[src/lsfp_pkg.sv]
// Shared types and constants for the LED stream frame parser.
`default_nettype none

package lsfp_pkg;

   localparam int unsigned BYTE_W  = 8;
   localparam int unsigned INDEX_W = 16;
   localparam int unsigned HPOS_W  = 3;

   localparam logic KIND_BYTE = 1'b0;
   localparam logic KIND_TICK = 1'b1;

   localparam logic [BYTE_W-1:0] HDR_CHAR_0 = 8'h41;  // 'A'
   localparam logic [BYTE_W-1:0] HDR_CHAR_1 = 8'h64;  // 'd'
   localparam logic [BYTE_W-1:0] HDR_CHAR_2 = 8'h61;  // 'a'
   localparam logic [BYTE_W-1:0] CHECK_XOR  = 8'h55;
   localparam logic [BYTE_W-1:0] GAP_LIMIT_RESET = 8'd10;
   localparam logic [BYTE_W-1:0] TICKS_MAX  = 8'hFF;

   localparam logic [HPOS_W-1:0] HPOS_IDLE  = 3'd0;
   localparam logic [HPOS_W-1:0] HPOS_GOT_A = 3'd1;
   localparam logic [HPOS_W-1:0] HPOS_GOT_D = 3'd2;
   localparam logic [HPOS_W-1:0] HPOS_GOT_HDR = 3'd3;
   localparam logic [HPOS_W-1:0] HPOS_GOT_HI  = 3'd4;
   localparam logic [HPOS_W-1:0] HPOS_GOT_LO  = 3'd5;

   typedef enum logic [3:0] {
      PH_HEADER = 4'b0001,
      PH_GREEN  = 4'b0010,
      PH_RED    = 4'b0100,
      PH_BLUE   = 4'b1000
   } phase_type;

endpackage

`default_nettype wire

[src/led_stream_frame_parser.sv]
// Each input transaction passes through the input register, then its result is held in the result register.
// Throughput: one input transaction per cycle; the input register and the
// result register each stall only when the result register is full and not taken.
// Reset (synchronous, active high) returns the parser to header hunting, clears
// all counters and held colors, and sets the gap limit to 10 ticks.
`default_nettype none

module led_stream_frame_parser
   import lsfp_pkg::*;
(
   input  wire logic                 clock,
   input  wire logic                 reset,
   input  wire logic                 req_valid,
   output logic                      req_ready,
   input  wire logic                 req_kind,
   input  wire logic [BYTE_W-1:0]    req_data_byte,
   output logic                      rsp_valid,
   input  wire logic                 rsp_ready,
   output logic [INDEX_W-1:0]        rsp_led_index,
   output logic [BYTE_W-1:0]         rsp_red,
   output logic [BYTE_W-1:0]         rsp_green,
   output logic [BYTE_W-1:0]         rsp_blue,
   output logic                      rsp_last_of_frame,
   input  wire logic                 csr_wr_en,
   input  wire logic [BYTE_W-1:0]    csr_wr_data
);

   // Input register.
   logic              in_valid_ff;
   logic              in_kind_ff;
   logic [BYTE_W-1:0] in_byte_ff;

   // Parser state.
   logic [BYTE_W-1:0]  gap_limit_ff;
   phase_type          phase_ff, phase_in;
   logic [HPOS_W-1:0]  header_pos_ff, header_pos_in;
   logic [INDEX_W-1:0] frame_length_ff, frame_length_in;
   logic [INDEX_W-1:0] led_counter_ff, led_counter_in;
   logic [BYTE_W-1:0]  held_green_ff, held_green_in;
   logic [BYTE_W-1:0]  held_red_ff, held_red_in;
   logic [BYTE_W-1:0]  idle_ticks_ff, idle_ticks_in;

   // Result register.
   logic               out_valid_ff;
   logic [INDEX_W-1:0] out_index_ff;
   logic [BYTE_W-1:0]  out_red_ff, out_green_ff, out_blue_ff;
   logic               out_last_ff;

   logic               proc_fire;
   logic               emit;
   logic               emit_last;
   logic               timeout;
   phase_type          phase_eff;
   logic [HPOS_W-1:0]  hpos_eff;
   logic [INDEX_W-1:0] counter_eff;
   logic [BYTE_W-1:0]  green_eff, red_eff;
   logic [BYTE_W-1:0]  check_byte;
   logic [INDEX_W:0]   next_count;

   // The stored transaction is processed unless the result register is full and stalled.
   assign proc_fire = in_valid_ff && (!out_valid_ff || rsp_ready);
   assign req_ready = !in_valid_ff || proc_fire;

   assign timeout    = idle_ticks_ff > gap_limit_ff;
   assign phase_eff  = timeout ? PH_HEADER : phase_ff;
   assign hpos_eff   = timeout ? HPOS_IDLE : header_pos_ff;
   assign counter_eff = timeout ? '0 : led_counter_ff;
   assign green_eff  = timeout ? '0 : held_green_ff;
   assign red_eff    = timeout ? '0 : held_red_ff;
   assign check_byte = frame_length_ff[INDEX_W-1:BYTE_W] ^ frame_length_ff[BYTE_W-1:0]
                       ^ CHECK_XOR;
   assign next_count = {1'b0, counter_eff} + {{INDEX_W{1'b0}}, 1'b1};
   assign emit_last  = next_count >= {1'b0, frame_length_ff};

   always_comb begin
      phase_in        = phase_ff;
      header_pos_in   = header_pos_ff;
      frame_length_in = frame_length_ff;
      led_counter_in  = led_counter_ff;
      held_green_in   = held_green_ff;
      held_red_in     = held_red_ff;
      idle_ticks_in   = idle_ticks_ff;
      emit            = 1'b0;
      if (in_kind_ff == KIND_TICK) begin
         if (idle_ticks_ff != TICKS_MAX) begin
            idle_ticks_in = idle_ticks_ff + 8'd1;
         end
      end else begin
         phase_in       = phase_eff;
         header_pos_in  = hpos_eff;
         led_counter_in = counter_eff;
         held_green_in  = green_eff;
         held_red_in    = red_eff;
         idle_ticks_in  = '0;
         unique case (phase_eff)
            PH_HEADER: begin
               if (hpos_eff == HPOS_IDLE && in_byte_ff == HDR_CHAR_0) begin
                  header_pos_in = HPOS_GOT_A;
               end else if (hpos_eff == HPOS_GOT_A && in_byte_ff == HDR_CHAR_1) begin
                  header_pos_in = HPOS_GOT_D;
               end else if (hpos_eff == HPOS_GOT_D && in_byte_ff == HDR_CHAR_2) begin
                  header_pos_in = HPOS_GOT_HDR;
               end else if (hpos_eff == HPOS_GOT_HDR) begin
                  frame_length_in = {in_byte_ff, {BYTE_W{1'b0}}};
                  header_pos_in   = HPOS_GOT_HI;
               end else if (hpos_eff == HPOS_GOT_HI) begin
                  frame_length_in = {frame_length_ff[INDEX_W-1:BYTE_W], in_byte_ff};
                  header_pos_in   = HPOS_GOT_LO;
               end else if (hpos_eff == HPOS_GOT_LO) begin
                  if (in_byte_ff == check_byte) begin
                     phase_in       = PH_GREEN;
                     led_counter_in = '0;
                  end else begin
                     frame_length_in = '0;
                  end
                  header_pos_in = HPOS_IDLE;
               end else begin
                  // Mismatched header byte, or an unused position: start over.
                  header_pos_in   = HPOS_IDLE;
                  frame_length_in = '0;
               end
            end
            PH_GREEN: begin
               held_green_in = in_byte_ff;
               phase_in      = PH_RED;
            end
            PH_RED: begin
               held_red_in = in_byte_ff;
               phase_in    = PH_BLUE;
            end
            PH_BLUE: begin
               emit          = 1'b1;
               held_green_in = '0;
               held_red_in   = '0;
               if (emit_last) begin
                  phase_in = PH_HEADER;
               end else begin
                  led_counter_in = next_count[INDEX_W-1:0];
                  phase_in       = PH_GREEN;
               end
            end
            default: begin
               phase_in = PH_HEADER;
            end
         endcase
      end
   end

   always_ff @(posedge clock) begin
      if (reset) begin
         in_valid_ff <= 1'b0;
      end else if (req_ready) begin
         in_valid_ff <= req_valid;
      end
   end

   always_ff @(posedge clock) begin
      if (req_ready && req_valid) begin
         in_kind_ff <= req_kind;
         in_byte_ff <= req_data_byte;
      end
   end

   always_ff @(posedge clock) begin
      if (reset) begin
         gap_limit_ff <= GAP_LIMIT_RESET;
      end else if (csr_wr_en) begin
         gap_limit_ff <= csr_wr_data;
      end
   end

   always_ff @(posedge clock) begin
      if (reset) begin
         phase_ff        <= PH_HEADER;
         header_pos_ff   <= HPOS_IDLE;
         frame_length_ff <= '0;
         led_counter_ff  <= '0;
         held_green_ff   <= '0;
         held_red_ff     <= '0;
         idle_ticks_ff   <= '0;
      end else if (proc_fire) begin
         phase_ff        <= phase_in;
         header_pos_ff   <= header_pos_in;
         frame_length_ff <= frame_length_in;
         led_counter_ff  <= led_counter_in;
         held_green_ff   <= held_green_in;
         held_red_ff     <= held_red_in;
         idle_ticks_ff   <= idle_ticks_in;
      end
   end

   always_ff @(posedge clock) begin
      if (reset) begin
         out_valid_ff <= 1'b0;
      end else if (proc_fire) begin
         out_valid_ff <= emit;
      end else if (rsp_ready) begin
         out_valid_ff <= 1'b0;
      end
   end

   always_ff @(posedge clock) begin
      if (proc_fire && emit) begin
         out_index_ff <= counter_eff;
         out_red_ff   <= red_eff;
         out_green_ff <= green_eff;
         out_blue_ff  <= in_byte_ff;
         out_last_ff  <= emit_last;
      end
   end

   assign rsp_valid         = out_valid_ff;
   assign rsp_led_index     = out_index_ff;
   assign rsp_red           = out_red_ff;
   assign rsp_green         = out_green_ff;
   assign rsp_blue          = out_blue_ff;
   assign rsp_last_of_frame = out_last_ff;

`ifndef SYNTHESIS
   // The header position never reaches the unused codes.
   a_hpos_range: assert property (@(posedge clock) disable iff (reset)
      header_pos_ff <= HPOS_GOT_LO)
      else $error("header position out of range");

   // A stored transaction that cannot be processed stays in the input register.
   a_input_hold: assert property (@(posedge clock) disable iff (reset)
      in_valid_ff && !proc_fire |=> in_valid_ff && $stable(in_kind_ff) && $stable(in_byte_ff))
      else $error("stalled input transaction lost");

   // A processed tick below saturation advances the idle count by exactly one.
   a_tick_count: assert property (@(posedge clock) disable iff (reset)
      proc_fire && in_kind_ff == KIND_TICK && idle_ticks_ff != TICKS_MAX
      |=> idle_ticks_ff == $past(idle_ticks_ff) + 8'd1)
      else $error("idle tick count did not advance");
`endif

endmodule

`default_nettype wire
[config.mk]
export PLATFORM = sky130hd
export DESIGN_NAME = led_stream_frame_parser
export DESIGN_NICKNAME = d
export VERILOG_FILES = /design/src/lsfp_pkg.sv /design/src/led_stream_frame_parser.sv
export SDC_FILE = /design/constraint.sdc
export NUM_CORES = 1
export LEC_CHECK = 0
export BUFFER_PORTS_ARGS = -buffer_cell sky130_fd_sc_hd__buf_4
export CAP_MARGIN = 20
export CORE_MARGIN = 8
export CORE_UTILIZATION = 40
export DETAILED_ROUTE_END_ITERATION = 10
export SETUP_SLACK_MARGIN = 0.5
export SLEW_MARGIN = 30
export SYNTH_ARGS = -nofsm -noshare
export SYNTH_HDL_FRONTEND = slang
export SYNTH_SLANG_ARGS = --single-unit
[constraint.sdc]
create_clock -name clock -period 13.2 [get_ports clock]
set_clock_uncertainty 0.15 [all_clocks]
set_input_delay 2.64 -clock clock [delete_from_list [all_inputs] [get_ports clock]]
set_output_delay 2.64 -clock clock [all_outputs]
set_load 0.01 [all_outputs]
==> results.yml <==
global_route:
  grt_pass1_vias: 4588
  grt_use_met2_pct: 26.3
  grt.busiest_layer: "met2"
  antenna_found_initial: 0
  grt.met1_usage_pct: 19.5
  grt_pass1_wl_um: 23600
  track_usage_pct: 16.1
  grt.overflow.total: 0
  grt_max_degree: 41
  grt_use_met3_pct: 4.52
synthesis:
  synth-simple-area-share_pct: 19.0
  ys_top_cells_by_area: "edfxtp_1 25%, dfxtp_1 25%, ha_1 5.5%, and3_1 4.3%, nor2_1 3.8%"
  netlist.area_leader.share_pct: 25.3
  async_flop_share_pct: 0
  synth-xor-area-share_pct: 5.73
  synth_cell_type_count: 62
  ys_ff_latch: 123
  synth-main-ff-cell: "dfxtp_1"
  avgSynthCellArea_um2: 10.1
  syn_nets: 637
  netlist_area_um2: 5940
  synth_top_family_by_area: "simple AND/OR/NAND/NOR gates"
  muxShareOfSynthArea_pct: 2.74
  synth-edff-count: 50
  yosys_warnings: 0
  synthAdderAreaFrac_pct: 5.48
  netlist_instances: 589
  synth_largest_area_cell: "edfxtp_1"
  ys_seq_area_share_pct: 49.9
  synth_compound_area_share_pct: 13.0
power_and_ir_drop:
  power_density_nw_per_um2: 125
  power_uw: 897
  p_leak_nw: 2.96
  peakVddDrop_v: 0.0000867
worst_setup_path:
  crit_required_ps: 10410
  end_kind: "output pin"
  rr_endpoint: "led_counter_ff[9]$_SDFFE_PP0P_"
  critical_path_class: "in -> out"
  critical_path_arrival_ps: 3130
  reg2regPathDepth: 17
  critPathLaunchType: "input pin"
  cp_max_fo: 3
  rrSetupSlack_ps: 7600
  r2r-start: "idle_ticks_ff[7]$_SDFFE_PP0P_"
sta:
  fin_ws_ps: 7280
  hold_violations: 0
  finalSetupViolations: 0
  final.period_utilization_pct: 44.8
  worst_slew_pin_slew_ps: 793
  final_max_slew_viol_count: 0
  finalCriticalPeriod_ps: 5920
  fmax_mhz: 169
  final.setup.tns_ps: 0
  max_slew_margin_pct: 46.8
  rsz0062_at_grt: "false"
placed_design:
  port_buffers: 64
  gp_congestion: 0.904
  hpwl_um: 10300
  post-place-ws_ps: 7130
worst_hold_path:
  hp-start: "gap_limit_ff[6]$_SDFFE_PP0P_"
  hold_class: "reg -> reg"
  hold_end: "gap_limit_ff[6]$_SDFFE_PP0P_"
  min_path_cells: 2
routing:
  vias: 4603
  drc: 0
  wl_per_cell_um: 17.3
  postRouteWirelength_um: 14600
  antenna_left: 0
  drtPass1Iterations: 5
  via_per_inst: 5.45
  drtIter0Drc: 397
cells_and_area:
  nets: 696
  area_growth_pct: 21.0
  diodes: 0
  drive_above_1_share_pct: 16.6
job:
  max-cap-violations: 0
floorplanning:
  core_um2: 14500
  die_area_um2: 19000
  num_rows: 44
  ios: 65
  die_w_um: 138
  initial_core_util_pct: 40.8
  fp.dieH_um: 138
clock_tree:
  numCtsBuffers: 17
  cts_resized: 0
  clkLatencyLatePin_ps: 420
  path_clk_slew_ps: 50
  clockBufferDepth: 2
  clockRootBuffer: "clkbuf_16"
  tritoncts: "built"
  ctsHtreeMaxLevel: 4
  cts.sinks: 123
  postCtsSetupRepairBufs: 0
  ctsHoldBuffers: 0
status:
  status: "finished clean"
[where the power goes]
group | switching, mW | leakage, nW | internal, mW
Clock | 0.164 | 0.282 | 0.300
Sequential | 0.00682 | 1.08 | 0.398
Combinational | 0.0163 | 1.60 | 0.0112
Total | 0.187 | 2.96 | 0.709
[per-stage QoR]
stage	utilization, %	area [um^2]	hold slack, ps	std cells
floorplan	-	5940	274	589
global placement	45.2	6560	320	812
detailed placement	45.3	6580	330	813
CTS	49.3	7160	346	845
global route	49.4	7180	365	845
finish	49.4	7180	340	845
[synthesized netlist by cell type, drive strengths merged (3+ instances only)]
cell and number:
a211o 3, o21ai 23, nor3 15, xor2 11, nor2 60, nand4 8, ha 26, a21o 3
or2 3, nor4 3, nand3b 3, a21oi 19, nand3 23, and3 41, xnor3 6, clkbuf 22
dfxtp 73, mux2i 14, and2 3, xnor2 7, o211ai 5, o21a 4, nand2b 8, a22o 9
nand2 46, edfxtp 50, a211oi 3, or4 4, nor2b 4, o211a 3, a31oi 3, inv 35
a22oi 16, buf 6
[critical path, stage by stage]
cell and delay [ps]:
buf_4 110, nand3b_1 200, buf_4 180
[metal layers]
layer  up-vias  wire, um
met4         0       259
met5         -         0
li1       2261         -
met2        98      7230
met3        22       609
met1      2222      6540
[kinds of logic after synthesis]
kind of cell,Yosys count
flops,123
mux,16
buf+inv,63
compound gates,109
xor+xnor,26
simple gates,226
fa+ha+maj,26
[worst max-delay path by stage]
stage                     cells past startpoint                        endpoint                          start
final                                         3                       req_ready                      rsp_ready
after global routing                         18  led_counter_ff[9]$_SDFFE_PP0P_   gap_limit_ff[7]$_SDFFE_PP0P_
after CTS                                    17  led_counter_ff[9]$_SDFFE_PP0P_  idle_ticks_ff[7]$_SDFFE_PP0P_
after detailed placement                     18  led_counter_ff[9]$_SDFFE_PP0P_   gap_limit_ff[7]$_SDFFE_PP0P_
after global placement                        3                       req_ready                      rsp_ready
after floorplan                               1                       req_ready                      rsp_ready
[area by class of cell]
class                   count  area, um^2
clock inverters             9         121
well taps                 184         230
flip-flops and latches    123        2960
clock buffers              23         458
inverters                  35         131
fillers                  1396        7350
multi-input cells         403        2770
repair buffers             68         508
[sequential cells by signal, indices dropped and copies added, names as in the netlist]
| name | cells |
|---|---|
| frame_length_ff | 16 |
| gap_limit_ff | 8 |
| header_pos_ff | 3 |
| held_green_ff | 8 |
| held_red_ff | 8 |
| idle_ticks_ff | 8 |
| in_byte_ff | 8 |
| in_kind_ff | 1 |
| in_valid_ff | 1 |
| led_counter_ff | 16 |
| phase_ff | 4 |
| rsp_blue | 8 |
| rsp_green | 8 |
| rsp_last_of_frame | 1 |
| rsp_led_index | 16 |
| rsp_red | 8 |
| rsp_valid | 1 |
[placed cells by master (no fill, tap or decap), types with 4 or more instances in the layout]
cell type,Yosys,routed
a21oi_1,19,19
a22o_1,9,9
a22oi_1,16,16
and3_1,41,41
buf_4,0,67
clkbuf_1,21,5
clkbuf_16,0,17
clkinv_2,0,4
dfxtp_1,73,73
edfxtp_1,50,50
ha_1,26,26
inv_1,35,35
mux2i_1,14,14
nand2_1,46,46
nand2b_1,8,8
nand3_1,23,23
nand4_1,8,8
nor2_1,60,60
nor2b_1,4,4
nor3_1,15,11
nor3_2,0,4
o211ai_1,5,5
o21a_1,4,4
o21ai_0,17,17
o21ai_1,5,4
xnor2_1,7,7
xnor3_1,6,6
xor2_1,11,11
Power figures use the tool's default switching activity.
